[config.mk]
export PLATFORM = sky130hd
export DESIGN_NAME = pair_divisor_residue_search_unit
export DESIGN_NICKNAME = d
export VERILOG_FILES = /design/src/hw/rtl/pdrs_pkg.sv /design/src/hw/rtl/pdrs_divider.sv /design/src/hw/rtl/pdrs_multiplier.sv /design/src/hw/rtl/pdrs_datapath.sv /design/src/hw/rtl/pdrs_controller.sv /design/src/hw/rtl/pair_divisor_residue_search_unit.sv
export SDC_FILE = /design/constraint.sdc
export NUM_CORES = 2
export LEC_CHECK = 0
export ABC_CLOCK_PERIOD_IN_PS = 9700
export BUFFER_PORTS_ARGS = -buffer_cell sky130_fd_sc_hd__clkbuf_2
export CAP_MARGIN = 10
export CORE_ASPECT_RATIO = 1.25
export CORE_UTILIZATION = 60
export DETAILED_ROUTE_END_ITERATION = 10
export PLACE_DENSITY_LB_ADDON = 0.08
export SYNTH_ARGS = -nofsm -noshare
export SYNTH_HDL_FRONTEND = slang
export SYNTH_SLANG_ARGS = --single-unit
[constraint.sdc]
create_clock -name clk -period 9.7 [get_ports clk]
set_input_delay 0.97 -clock clk [delete_from_list [all_inputs] [get_ports clk]]
set_output_delay 0.97 -clock clk [all_outputs]
set_load 0.05 [all_outputs]
[src/hw/rtl/pdrs_pkg.sv]
`default_nettype none
package pdrs_pkg;

  localparam int MAX_FACTORS = 12;
  localparam int VAL_W       = 38;
  localparam int TRIAL_W     = 20;
  localparam int SQ_W        = 40;
  localparam int MOD_W       = 14;
  localparam int EXP_W       = 6;
  localparam int CNT_W       = 4;
  localparam int STEP_W      = 6;

  typedef enum logic [3:0] {
    S_IDLE,
    S_CHECK,
    S_TGT,
    S_FTEST,
    S_FDIV,
    S_FTAIL,
    S_EGO,
    S_EMOD,
    S_ESCAN,
    S_EMUL,
    S_ESWEEP,
    S_ECOF
  } state_t;

  typedef enum logic [2:0] {
    DIV_TARGET,
    DIV_TRIAL,
    DIV_REDIV,
    DIV_MODM,
    DIV_COF
  } div_sel_t;

  typedef struct packed {
    logic     load;
    logic     div_start;
    div_sel_t div_sel;
    logic     set_target;
    logic     fact_init;
    logic     fact_take;
    logic     fact_next;
    logic     fact_tail;
    logic     enum_init;
    logic     scan_init;
    logic     scan_zero;
    logic     scan_inc;
    logic     mul_store;
    logic     sweep_step;
    logic     out_hit;
    logic     out_miss;
  } cmd_t;

  typedef struct packed {
    logic div_done;
    logic mul_done;
    logic mn_zero;
    logic sq_gt_rem;
    logic rem_zero;
    logic mod_hit;
    logic idx_zero;
    logic can_inc;
    logic sweep_end;
  } status_t;

endpackage
`default_nettype wire

[src/hw/rtl/pdrs_divider.sv]
`default_nettype none
module pdrs_divider
  import pdrs_pkg::*;
(
  input  wire logic             clk,
  input  wire logic             rst,
  input  wire logic             start,
  input  wire logic [VAL_W-1:0] dividend,
  input  wire logic [VAL_W-1:0] divisor,
  output logic      [VAL_W-1:0] quotient,
  output logic      [VAL_W-1:0] remainder,
  output logic                  done
);

  logic              running;
  logic [STEP_W-1:0] count;
  logic [VAL_W-1:0]  dvs;
  logic [VAL_W:0]    trial;
  logic [VAL_W-1:0]  rem_next;
  logic              qbit;

  // one restoring step: shift in the next dividend bit, subtract if it fits
  always_comb begin
    trial = {remainder, quotient[VAL_W-1]};
    if (trial >= {1'b0, dvs}) begin
      qbit     = 1'b1;
      rem_next = VAL_W'(trial - {1'b0, dvs});
    end else begin
      qbit     = 1'b0;
      rem_next = trial[VAL_W-1:0];
    end
  end

  // iterate one quotient bit per cycle
  always_ff @(posedge clk) begin
    if (rst) begin
      running <= 1'b0;
      done    <= 1'b0;
      count   <= '0;
    end else begin
      done <= 1'b0;
      if (start) begin
        quotient  <= dividend;
        remainder <= '0;
        dvs       <= divisor;
        count     <= STEP_W'(VAL_W);
        running   <= 1'b1;
      end else if (running) begin
        remainder <= rem_next;
        quotient  <= {quotient[VAL_W-2:0], qbit};
        count     <= count - 1'b1;
        if (count == STEP_W'(1)) begin
          running <= 1'b0;
          done    <= 1'b1;
        end
      end
    end
  end

  a_rem_below: assert property (@(posedge clk) disable iff (rst)
    done |-> remainder < dvs) else $error("divider remainder not reduced");
  a_start_runs: assert property (@(posedge clk) disable iff (rst)
    start |=> running && !done) else $error("divider did not start");
  a_done_idle: assert property (@(posedge clk) disable iff (rst)
    done |-> !running) else $error("divider finished while still running");

endmodule
`default_nettype wire

[src/hw/rtl/pdrs_multiplier.sv]
`default_nettype none
module pdrs_multiplier
  import pdrs_pkg::*;
(
  input  wire logic             clk,
  input  wire logic             rst,
  input  wire logic             start,
  input  wire logic [VAL_W-1:0] op_a,
  input  wire logic [VAL_W-1:0] op_b,
  output logic      [VAL_W-1:0] product,
  output logic                  done
);

  logic              running;
  logic [STEP_W-1:0] count;
  logic [VAL_W-1:0]  mcand;
  logic [VAL_W-1:0]  mplier;

  // shift and add, one multiplier bit per cycle, low word kept
  always_ff @(posedge clk) begin
    if (rst) begin
      running <= 1'b0;
      done    <= 1'b0;
      count   <= '0;
    end else begin
      done <= 1'b0;
      if (start) begin
        mcand   <= op_a;
        mplier  <= op_b;
        product <= '0;
        count   <= STEP_W'(VAL_W);
        running <= 1'b1;
      end else if (running) begin
        if (mplier[0]) begin
          product <= product + mcand;
        end
        mcand  <= {mcand[VAL_W-2:0], 1'b0};
        mplier <= {1'b0, mplier[VAL_W-1:1]};
        count  <= count - 1'b1;
        if (count == STEP_W'(1)) begin
          running <= 1'b0;
          done    <= 1'b1;
        end
      end
    end
  end

endmodule
`default_nettype wire

[src/hw/rtl/pdrs_datapath.sv]
`default_nettype none
module pdrs_datapath
  import pdrs_pkg::*;
(
  input  wire logic             clk,
  input  wire logic             rst,
  input  wire cmd_t             cmd,
  input  wire logic [31:0]      prime_value,
  input  wire logic [5:0]       pair_first,
  input  wire logic [5:0]       pair_second,
  output status_t               status,
  output logic                  done,
  output logic                  found,
  output logic      [VAL_W-1:0] divisor,
  output logic      [VAL_W-1:0] cofactor
);

  logic [31:0]        prime_in;
  logic [VAL_W-1:0]   n_val;
  logic [MOD_W-1:0]   modulus;
  logic [MOD_W-1:0]   target;
  logic [VAL_W-1:0]   remainder_value;
  logic [TRIAL_W-1:0] trial_divisor;
  logic [SQ_W-1:0]    trial_square;
  logic [EXP_W-1:0]   exp_run;
  logic [CNT_W-1:0]   factor_count;
  logic [VAL_W-1:0]   factor_prime    [MAX_FACTORS];
  logic [EXP_W-1:0]   factor_exponent [MAX_FACTORS];
  logic [EXP_W-1:0]   exponent_digit  [MAX_FACTORS];
  logic [VAL_W-1:0]   partial_product [MAX_FACTORS];
  logic [VAL_W-1:0]   current_product;
  logic [CNT_W-1:0]   scan_idx;
  logic [CNT_W-1:0]   sweep_idx;
  logic [CNT_W-1:0]   sidx;

  logic [VAL_W-1:0]   bp;
  logic [11:0]        ab;
  logic [VAL_W-1:0]   div_dd;
  logic [VAL_W-1:0]   div_dv;
  logic [VAL_W-1:0]   div_quo;
  logic [VAL_W-1:0]   div_rem;
  logic               div_done;
  logic [VAL_W-1:0]   mul_prod;
  logic               mul_done;
  logic               room;

  assign bp   = pair_second * prime_value;
  assign ab   = pair_first * pair_second;
  assign sidx = scan_idx - 1'b1;
  assign room = factor_count < CNT_W'(MAX_FACTORS);

  // pick the operands of the shared divider
  always_comb begin
    case (cmd.div_sel)
      DIV_TARGET: begin
        div_dd = {6'd0, prime_in};
        div_dv = {{(VAL_W-MOD_W){1'b0}}, modulus};
      end
      DIV_TRIAL: begin
        div_dd = remainder_value;
        div_dv = {{(VAL_W-TRIAL_W){1'b0}}, trial_divisor};
      end
      DIV_REDIV: begin
        div_dd = div_quo;
        div_dv = {{(VAL_W-TRIAL_W){1'b0}}, trial_divisor};
      end
      DIV_MODM: begin
        div_dd = current_product;
        div_dv = {{(VAL_W-MOD_W){1'b0}}, modulus};
      end
      DIV_COF: begin
        div_dd = n_val;
        div_dv = current_product;
      end
      default: begin
        div_dd = '0;
        div_dv = '0;
      end
    endcase
  end

  pdrs_divider u_div (
    .clk       (clk),
    .rst       (rst),
    .start     (cmd.div_start),
    .dividend  (div_dd),
    .divisor   (div_dv),
    .quotient  (div_quo),
    .remainder (div_rem),
    .done      (div_done)
  );

  pdrs_multiplier u_mul (
    .clk     (clk),
    .rst     (rst),
    .start   (cmd.scan_inc),
    .op_a    (partial_product[sidx]),
    .op_b    (factor_prime[sidx]),
    .product (mul_prod),
    .done    (mul_done)
  );

  // report to the controller
  always_comb begin
    status.div_done  = div_done;
    status.mul_done  = mul_done;
    status.mn_zero   = (modulus == '0) || (n_val == '0);
    status.sq_gt_rem = trial_square > {{(SQ_W-VAL_W){1'b0}}, remainder_value};
    status.rem_zero  = div_rem == '0;
    status.mod_hit   = div_rem == {{(VAL_W-MOD_W){1'b0}}, target};
    status.idx_zero  = scan_idx == '0;
    status.can_inc   = exponent_digit[sidx] < factor_exponent[sidx];
    status.sweep_end = sweep_idx >= factor_count;
  end

  // working registers of factoring and divisor walk
  always_ff @(posedge clk) begin
    if (rst) begin
      factor_count    <= '0;
      remainder_value <= '0;
      trial_divisor   <= TRIAL_W'(2);
      trial_square    <= SQ_W'(4);
      current_product <= VAL_W'(1);
      exp_run         <= '0;
      scan_idx        <= '0;
      sweep_idx       <= '0;
    end else begin
      if (cmd.load) begin
        prime_in <= prime_value;
        n_val    <= bp + {{(VAL_W-6){1'b0}}, pair_first};
        modulus  <= {ab, 2'b00};
      end
      if (cmd.set_target) begin
        target <= (div_rem == '0) ? '0 : modulus - div_rem[MOD_W-1:0];
      end
      if (cmd.fact_init) begin
        remainder_value <= n_val;
        trial_divisor   <= TRIAL_W'(2);
        trial_square    <= SQ_W'(4);
        exp_run         <= '0;
        factor_count    <= '0;
      end
      if (cmd.fact_take) begin
        remainder_value <= div_quo;
        exp_run         <= exp_run + 1'b1;
      end
      // record a trial divisor that divided, then go 2, 3, 5, 7, 9
      if (cmd.fact_next) begin
        if (exp_run != '0 && room) begin
          factor_prime[factor_count]    <= {{(VAL_W-TRIAL_W){1'b0}}, trial_divisor};
          factor_exponent[factor_count] <= exp_run;
          factor_count                  <= factor_count + 1'b1;
        end
        exp_run <= '0;
        if (trial_divisor == TRIAL_W'(2)) begin
          trial_divisor <= TRIAL_W'(3);
          trial_square  <= SQ_W'(9);
        end else begin
          trial_divisor <= trial_divisor + TRIAL_W'(2);
          trial_square  <= trial_square
                         + {{(SQ_W-TRIAL_W-2){1'b0}}, trial_divisor, 2'b00} + SQ_W'(4);
        end
      end
      // leftover above one is the last prime
      if (cmd.fact_tail && remainder_value > VAL_W'(1) && room) begin
        factor_prime[factor_count]    <= remainder_value;
        factor_exponent[factor_count] <= EXP_W'(1);
        factor_count                  <= factor_count + 1'b1;
      end
      if (cmd.enum_init) begin
        for (int i = 0; i < MAX_FACTORS; i++) begin
          exponent_digit[i]  <= '0;
          partial_product[i] <= VAL_W'(1);
        end
        current_product <= VAL_W'(1);
      end
      if (cmd.scan_init) begin
        scan_idx <= factor_count;
      end
      if (cmd.scan_zero) begin
        exponent_digit[sidx] <= '0;
        scan_idx             <= sidx;
      end
      if (cmd.scan_inc) begin
        exponent_digit[sidx] <= exponent_digit[sidx] + 1'b1;
      end
      if (cmd.mul_store) begin
        partial_product[sidx] <= mul_prod;
        current_product       <= mul_prod;
        sweep_idx             <= scan_idx;
      end
      // copy the new prefix product into the cleared lower digits
      if (cmd.sweep_step) begin
        partial_product[sweep_idx] <= current_product;
        sweep_idx                  <= sweep_idx + 1'b1;
      end
    end
  end

  // result register and strobe
  always_ff @(posedge clk) begin
    if (rst) begin
      done <= 1'b0;
    end else begin
      done <= cmd.out_hit | cmd.out_miss;
    end
  end

  always_ff @(posedge clk) begin
    if (cmd.out_hit) begin
      found    <= 1'b1;
      divisor  <= current_product;
      cofactor <= div_quo;
    end else if (cmd.out_miss) begin
      found    <= 1'b0;
      divisor  <= '0;
      cofactor <= '0;
    end
  end

  a_count_bound: assert property (@(posedge clk) disable iff (rst)
    factor_count <= CNT_W'(MAX_FACTORS)) else $error("factor table overrun");
  a_done_pulse: assert property (@(posedge clk) disable iff (rst)
    done |=> !done) else $error("result strobe longer than one cycle");
  a_hit_nonzero: assert property (@(posedge clk) disable iff (rst)
    done && found |-> divisor != '0 && cofactor != '0) else $error("empty hit");

endmodule
`default_nettype wire

[src/hw/rtl/pdrs_controller.sv]
`default_nettype none
module pdrs_controller
  import pdrs_pkg::*;
(
  input  wire logic    clk,
  input  wire logic    rst,
  input  wire logic    start,
  input  wire status_t status,
  output logic         busy,
  output cmd_t         cmd
);

  state_t state;
  state_t state_next;

  always_ff @(posedge clk) begin
    if (rst) begin
      state <= S_IDLE;
    end else begin
      state <= state_next;
    end
  end

  // sequence target, trial division, then the divisor walk
  always_comb begin
    state_next = state;
    cmd        = '0;
    busy       = state != S_IDLE;
    unique case (state)
      S_IDLE: begin
        if (start) begin
          cmd.load   = 1'b1;
          state_next = S_CHECK;
        end
      end
      S_CHECK: begin
        if (status.mn_zero) begin
          cmd.out_miss = 1'b1;
          state_next   = S_IDLE;
        end else begin
          cmd.div_start = 1'b1;
          cmd.div_sel   = DIV_TARGET;
          state_next    = S_TGT;
        end
      end
      S_TGT: begin
        if (status.div_done) begin
          cmd.set_target = 1'b1;
          cmd.fact_init  = 1'b1;
          state_next     = S_FTEST;
        end
      end
      S_FTEST: begin
        if (status.sq_gt_rem) begin
          state_next = S_FTAIL;
        end else begin
          cmd.div_start = 1'b1;
          cmd.div_sel   = DIV_TRIAL;
          state_next    = S_FDIV;
        end
      end
      S_FDIV: begin
        if (status.div_done) begin
          if (status.rem_zero) begin
            cmd.fact_take = 1'b1;
            cmd.div_start = 1'b1;
            cmd.div_sel   = DIV_REDIV;
          end else begin
            cmd.fact_next = 1'b1;
            state_next    = S_FTEST;
          end
        end
      end
      S_FTAIL: begin
        cmd.fact_tail = 1'b1;
        cmd.enum_init = 1'b1;
        state_next    = S_EGO;
      end
      S_EGO: begin
        cmd.div_start = 1'b1;
        cmd.div_sel   = DIV_MODM;
        state_next    = S_EMOD;
      end
      S_EMOD: begin
        if (status.div_done) begin
          if (status.mod_hit) begin
            cmd.div_start = 1'b1;
            cmd.div_sel   = DIV_COF;
            state_next    = S_ECOF;
          end else begin
            cmd.scan_init = 1'b1;
            state_next    = S_ESCAN;
          end
        end
      end
      S_ESCAN: begin
        if (status.idx_zero) begin
          cmd.out_miss = 1'b1;
          state_next   = S_IDLE;
        end else if (status.can_inc) begin
          cmd.scan_inc = 1'b1;
          state_next   = S_EMUL;
        end else begin
          cmd.scan_zero = 1'b1;
        end
      end
      S_EMUL: begin
        if (status.mul_done) begin
          cmd.mul_store = 1'b1;
          state_next    = S_ESWEEP;
        end
      end
      S_ESWEEP: begin
        if (status.sweep_end) begin
          cmd.div_start = 1'b1;
          cmd.div_sel   = DIV_MODM;
          state_next    = S_EMOD;
        end else begin
          cmd.sweep_step = 1'b1;
        end
      end
      S_ECOF: begin
        if (status.div_done) begin
          cmd.out_hit = 1'b1;
          state_next  = S_IDLE;
        end
      end
      default: begin
        state_next = S_IDLE;
      end
    endcase
  end

endmodule
`default_nettype wire

[src/hw/rtl/pair_divisor_residue_search_unit.sv]
`default_nettype none
// Takes p, a and b when start is high and busy is low, forms N = a + b*p and
// m = 4ab, factors N by trial division (2, then odd numbers) and walks its
// divisors until one is congruent to -p mod m. One item at a time: the work
// is set by a bit-serial divider, used once for the target, once for every
// trial divisor up to the square root of what is left of N and once more for
// each division a found factor needs (up to about 2^18 trials for a large
// prime N), then per divisor visited once for the residue check, beside a
// shift-add multiply and a short table update, and once more for the
// cofactor on a hit. Items with a or b zero, or N zero, hold busy for one
// cycle and report a miss. The result appears on found, divisor and cofactor
// with done high for exactly one cycle, in the first cycle in which busy is
// low again; it must be taken then, as it cannot be held off.
module pair_divisor_residue_search_unit
  import pdrs_pkg::*;
(
  input  wire logic             clk,
  input  wire logic             rst,
  input  wire logic             start,
  output logic                  busy,
  input  wire logic [31:0]      prime_value,
  input  wire logic [5:0]       pair_first,
  input  wire logic [5:0]       pair_second,
  output logic                  done,
  output logic                  found,
  output logic      [VAL_W-1:0] divisor,
  output logic      [VAL_W-1:0] cofactor
);

  cmd_t    cmd;
  status_t status;

  pdrs_controller u_ctrl (
    .clk    (clk),
    .rst    (rst),
    .start  (start),
    .status (status),
    .busy   (busy),
    .cmd    (cmd)
  );

  pdrs_datapath u_dp (
    .clk         (clk),
    .rst         (rst),
    .cmd         (cmd),
    .prime_value (prime_value),
    .pair_first  (pair_first),
    .pair_second (pair_second),
    .status      (status),
    .done        (done),
    .found       (found),
    .divisor     (divisor),
    .cofactor    (cofactor)
  );

endmodule
`default_nettype wire

; ---- Yosys cells after proc, flatten, opt, wreduce, memory -nomap -nowiden
; Memories as Yosys holds them, arrays and structs flattened.
; Cells that the tools add are included.
[op_classes]
add_sub_neg = 14
multipliers = 2
order_cmp = 6
eq_ne = 29
mux = 129
bitwise_logic = 7
reduce_logical = 39
[op_table]
columns = operator, n
row1 = 2-to-1 mux 38 bit, 20
row2 = case mux 38 bit (5 select lines), 1
row3 = 2-to-1 mux 40 bit, 3
row4 = case mux 38 bit (3 select lines), 1
row5 = 2-to-1 mux 4 bit, 28
row6 = zero test 38 bit, 2
row7 = OR reduction 38 bit, 2
row8 = 2-to-1 mux 20 bit, 3
row9 = 2-to-1 mux 6 bit, 9
row10 = 2-to-1 mux 1 bit, 52
row11 = case mux 4 bit (12 select lines), 1
row12 = adder 40 x 22 -> 40 bit, 1
row13 = "adder 40 x 3 -> 40 bit, second input constant", 1
row14 = > comparator 40 x 38 -> 1 bit, 1
row15 = greater-or-equal comparator 39 x 38 -> 1 bit, 1
row16 = adder 38 bit, 1
row17 = adder 38 x 6 -> 38 bit, 1
row18 = equality test 38 x 14 -> 1 bit, 1
row19 = "> comparator 38 x 1 -> 1 bit, second input constant", 1
row20 = multiplier 6 x 32 -> 38 bit, 1
row21 = subtractor 38 bit, 1
row22 = case mux 4 bit (6 select lines), 1
row23 = "adder 20 x 2 -> 20 bit, second input constant", 1
row24 = "equality test 20 x 2 -> 1 bit, second input constant", 1
row25 = 38 further kinds, 91
[word_totals]
ff_bits = 576
ram_bits = 1056
output_inout_bits = 79
wordCells = 261
memories = 4
[memory_table]
columns = name, depth, width, rd, rd_ports_with_merged_regs, write_ports, line_no
row1 = u_dp.factor_prime, 12, 38, 1, 0, 1, pdrs_datapath.sv:27  ; logic [VAL_W-1:0] factor_prime [MAX_FACTORS];
row2 = u_dp.partial_product, 12, 38, 1, 0, 12, pdrs_datapath.sv:30  ; logic [VAL_W-1:0] partial_product [MAX_FACTORS];
row3 = u_dp.exponent_digit, 12, 6, 1, 0, 12, pdrs_datapath.sv:29  ; logic [EXP_W-1:0] exponent_digit [MAX_FACTORS];
row4 = u_dp.factor_exponent, 12, 6, 1, 0, 1, pdrs_datapath.sv:28  ; logic [EXP_W-1:0] factor_exponent [MAX_FACTORS];

; ---- Longest topological paths before layout
; An unclocked memory read counts as a cell.
[logic_depth]
ltp_word = 12
depth_mapped = 28
depth_no_buf = 20

; ---- By module
; A second synthesis with hierarchy kept.
[hier_totals]
hier_cells = 7404
area_unflattened_um2 = 93641.1
[modules_own_cells]
columns = module, instances, cells_per_inst, area_per_inst_um2
row1 = pdrs_datapath, 1, 6065, 78748.0
row2 = pdrs_divider, 1, 637, 7175.6
row3 = pdrs_multiplier, 1, 604, 7059.3
row4 = pdrs_controller, 1, 98, 658.1

; ---- Least setup slack after synthesis
; No wires, ideal clock.
[synth_path]
path_type = input -> register
startpoint = input rst
endpoint = register u_dp.modulus[10], enable pin
setup_ps = 640
t_arrival_ps = 7603
setup_slack_ps = 1457
stages = 4
path_cell_list = buf_1 -> clkbuf_1 -> clkbuf_1 -> nor3b_1
[synth_via]
elab_chain_len = 2
[synth_rtl]
columns = item, line_no
row1 = start: declaration, pair_divisor_residue_search_unit.sv:18  ; input wire logic rst,
row2 = inverter 1 bit (no source line), --
row3 = AND reduction 2 bit (no source line), --
row4 = end signal: assignment, pdrs_datapath.sv:131  ; modulus <= {ab, 2'b00};
row5 = end: declaration, pdrs_datapath.sv:20  ; logic [MOD_W-1:0] modulus;
; Every way passes these cells.
; A chain may end at the register's enable or synchronous reset.

; ---- Final worst setup path
[layout_path]
startpoint = register u_dp.scan_idx[0]
endpoint = register u_dp.u_mul.mplier[31], enable pin
[layout_via]
elab_chain_len = 8
word_cells_on_any_way = 10
cone_classes = add/sub: 1 / order compare: 1 / mux: 3 / reduce/logical: 3 / memory: 2
[layout_rtl]
columns = item, line_no
row1 = start: declaration, pdrs_datapath.sv:32  ; logic [CNT_W-1:0] scan_idx;
row2 = start signal: assignment, pdrs_datapath.sv:178  ; scan_idx <= factor_count;
row3 = start signal: assignment, pdrs_datapath.sv:182  ; scan_idx <= sidx;
row4 = subtractor 4 x 1 -> 4 bit, pdrs_datapath.sv:49  ; assign sidx = scan_idx - 1'b1;
row5 = "memory read (12 x 6 bit), on equally long branches", --
row6 = less-than comparator 6 bit, pdrs_datapath.sv:112  ; status.can_inc = exponent_digit[sidx] < factor_exponent[sidx];
row7 = 2-to-1 mux 1 bit, pdrs_controller.sv:100  ; end else if (status.can_inc) begin
row8 = 2-to-1 mux 2 bit (*), pdrs_controller.sv:97  ; if (status.idx_zero) begin
row9 = 2-to-1 mux 2 bit (*), pdrs_controller.sv:29  ; unique case (state)
row10 = nonzero test 2 bit (no source line) (*), --
row11 = AND reduction 2 bit (no source line) (*), --
row12 = end signal: assignment, pdrs_multiplier.sv:29  ; mplier <= op_b;
row13 = end signal: assignment, pdrs_multiplier.sv:38  ; mplier <= {1'b0, mplier[VAL_W-1:1]};
row14 = end: declaration, pdrs_multiplier.sv:17  ; logic [VAL_W-1:0] mplier;
; Mark *: on every way between the ends. The rest lies on a longest branch, timed or not.

==> impl_metrics.py <==
metrics = {
    "timing": {
        "finalSetupTns_ps": 0,
        "finalSetupViolCount": 0,
        "final_hold_viol_count": 0,
        "slew_headroom_pct": 16.0,
        "report.final.slew_viol_count": 0,
        "min_period_over_period_pct": 63.8,
        "rsz0062_at_grt": "false",
        "holdWs_ps": 449,
        "worst_pin_slew_ps": 1260,
        "worst_slack_ps": 3510,
        "timing.fmax_ghz": 0.162,
        "min_period_ps": 6190,
        "skew_ps": 29.1,
    },
    "drt": {
        "via_per_inst": 6.40,
        "vias": 55555,
        "dr.pass1.iters": 7,
        "wl_per_cell_um": 27.0,
        "drc": 0,
        "ant_nets": 0,
        "drt_iter0_drc": 6010,
        "routed_wl_um": 234000,
    },
    "die": {
        "dieArea_um2": 148000,
        "dieWidth_um": 344,
        "core_area_um2": 145000,
        "rows": 156,
        "initial_core_util_pct": 60.6,
        "die_h_um": 429,
        "ios": 126,
    },
    "global_routing": {
        "grt_pass1_vias": 55312,
        "antenna_found_initial": 5,
        "grt_max_degree": 104,
        "grtUsageTotal_pct": 32.0,
        "grt_pass1_wl_um": 349000,
        "grt-ovfl-total": 0,
    },
    "clocking": {
        "clk_pin_slew_ps": 60,
        "cts_setup_buffers": 0,
        "h-tree-depth": 4,
        "root_buffer": "clkbuf_16",
        "cts_made_buffers": 173,
        "clock_path_buffers": 3,
        "clock_latency_ps": 820,
        "cts_resized": 0,
        "cts_hold_buffers": 0,
        "cts_tree": "built",
        "cts.sinks": 1806,
    },
    "pwr": {
        "ir_drop_mv": 0.168,
        "p_leak_nw": 34.4,
        "powerDensity_nw_per_um2": 206,
    },
    "synthesis": {
        "synth_edf_count": 1632,
        "yosys_register_bits": 1806,
        "synth.distinct_cells": 92,
        "syn-instance-count": 6589,
        "yosysSeqAreaShare_pct": 59.8,
        "ys.flop_type": "edfxtp_1",
        "synthArstFlopShare_pct": 0,
        "yosys_warnings": 0,
        "avgSynthCellArea_um2": 13.3,
        "syn-num-nets": 7072,
        "synth_area_um2": 87700,
    },
    "setup_path": {
        "startpoint_type": "flip-flop",
        "cp-end-kind": "flip-flop",
        "cp.required_ps": 10140,
        "crit_type": "flip-flop to flip-flop",
        "cp_max_fo": 60,
        "arrival_ps": 6620,
    },
    "layout": {
        "multiInputGateArea_um2": 33000,
        "fin_cells": 8684,
        "fin_util_pct": 66.5,
        "nFillCells": 10449,
        "final_layout_size_suffix_gt1_share_pct": 14.3,
        "area_delta_synth_final_pct": 9.71,
        "seq_area_um2": 52500,
        "fin_nets": 7120,
    },
    "run": {
        "drv_cap": 0,
    },
    "place": {
        "port_buffers": 125,
        "dp_slack_ps": 3020,
        "place.gp.congestion": 0.937,
        "place_hpwl_um": 152000,
        "dp_cells": 8355,
    },
    "worst_hold_path": {
        "holdCritPathClass": "primary input to flip-flop",
    },
    "outcome": {
        "status": "completed",
    },
}
[worst paths after layout]
path / startpoint / end / slack [ps] / cells after the start
setup / recovery: u_dp.scan_idx[0]$_SDFFE_PP0P_ / u_dp.u_mul.mplier[31]$_DFFE_PP_ / 3510 / 13
hold / removal: prime_value[9] / u_dp.prime_in[9]$_DFFE_PP_ / 450 / 1
setup reg to reg: u_dp.scan_idx[0]$_SDFFE_PP0P_ / u_dp.u_mul.mplier[31]$_DFFE_PP_ / 3510 / 13
hold reg to reg: u_dp.remainder_value[9]$_SDFFE_PP0P_ / u_dp.remainder_value[9]$_SDFFE_PP0P_ / 460 / 2
[layer usage]
layer / vias up / global-route usage, % / wire length, um / share of wire, %
met5: - / 0 / 0 / 0
met4: 0 / 12.8 / 9780 / 4.2
met3: 432 / 6.07 / 19500 / 8.3
met2: 2454 / 51.7 / 114000 / 49
met1: 28201 / 42.8 / 91000 / 39
li1: 24468 / - / - / -
[critical path: stages, from the launching register on]
cell,delay (ps)
dfxtp_4,940
inv_1,280
ha_4,810
buf_4,830
mux4_2,410
nand2_1,80
a21oi_1,80
a21oi_1,140
ha_1,250
a31oi_1,130
o21ai_1,140
nand2b_1,420
nand2_4,550
buf_4,630
[cell usage after synthesis (61+ instances only)]
| cell type | number | area [um2] |
|---|---|---|
| nand2_1 | 553 | 2080 |
| a21o_1 | 89 | 668 |
| clkbuf_1 | 223 | 837 |
| o21ai_0 | 212 | 1060 |
| xnor2_1 | 99 | 867 |
| fa_1 | 144 | 2880 |
| mux2i_1 | 64 | 641 |
| ha_1 | 292 | 3650 |
| a22oi_1 | 93 | 698 |
| xor2_1 | 61 | 534 |
| buf_2 | 127 | 636 |
| edfxtp_1 | 1632 | 49000 |
| nor2_1 | 796 | 2990 |
| mux4_2 | 352 | 7930 |
| and2_1 | 324 | 2030 |
| dfxtp_1 | 174 | 3480 |
| nand3_1 | 110 | 551 |
| a21oi_1 | 391 | 1960 |
| inv_1 | 247 | 927 |
[kinds of logic (layout without fill, tap and decap cells)]
group	Yosys count	count (layout)	synth area share [%]
and+or+nand+nor	2092	2092	11.0
DFF	1806	1806	59.8
AOI/OAI and AO/OA	1046	1046	7.36
buffers and inverters	631	827	2.95
adders and majority gates	436	436	7.45
muxes	417	417	9.78
xor gates and xnor gates	161	161	1.62
other	0	3	0
[registers in the layout (all words and copies together), names as in the netlist, 12 cells and up]
signal,flops
u_dp.partial_product,608
u_dp.factor_prime,456
u_dp.exponent_digit,96
u_dp.factor_exponent,72
u_dp.trial_square,39
u_dp.cofactor,38
u_dp.current_product,38
u_dp.divisor,38
u_dp.n_val,38
u_dp.remainder_value,38
u_dp.u_div.dvs,38
u_dp.u_div.quotient,38
u_dp.u_div.remainder,38
u_dp.u_mul.mcand,38
u_dp.u_mul.mplier,38
u_dp.u_mul.product,38
u_dp.prime_in,32
u_dp.trial_divisor,19
u_dp.target,14
u_dp.modulus,12
[through the flow]
stage          area (um2)  power [mW]
5_1_grt             96200        20.6
3_5_place_dp        90400        12.9
3_3_place_gp        90400        12.9
2_1_floorplan       87700        12.0
4_1_cts             96200        19.9
6_report            96200        19.8
[area by class of cell]
cell class / count / area share, %
sequential: 1806 / 54.5
multi-input combinational: 4152 / 34.3
clock buffer: 229 / 4.85
tap: 1896 / 2.46
timing repair buffer: 255 / 1.68
clock inverter: 94 / 1.21
inverter: 249 / 0.972
antenna: 3 / 0.00780
[layout by cell type (no fill, tap or decap), types with 144 or more instances in the layout]
cell	synthesis	final
edfxtp_1	1632	1632
nor2_1	796	792
nand2_1	553	527
a21oi_1	391	391
mux4_2	352	352
and2_1	324	314
ha_1	292	291
inv_1	247	246
o21ai_0	212	206
clkbuf_16	0	175
dfxtp_1	174	173
fa_1	144	144
[report_power, final]
part	internal (mW)	total (mW)	switching [mW]	leakage, nW
Clock	4.02	6.99	2.97	2.84
Combinational	1.44	3.53	2.10	15.3
Sequential	8.95	9.29	0.340	16.3
Note: power is estimated with default switching activity, not from simulation.
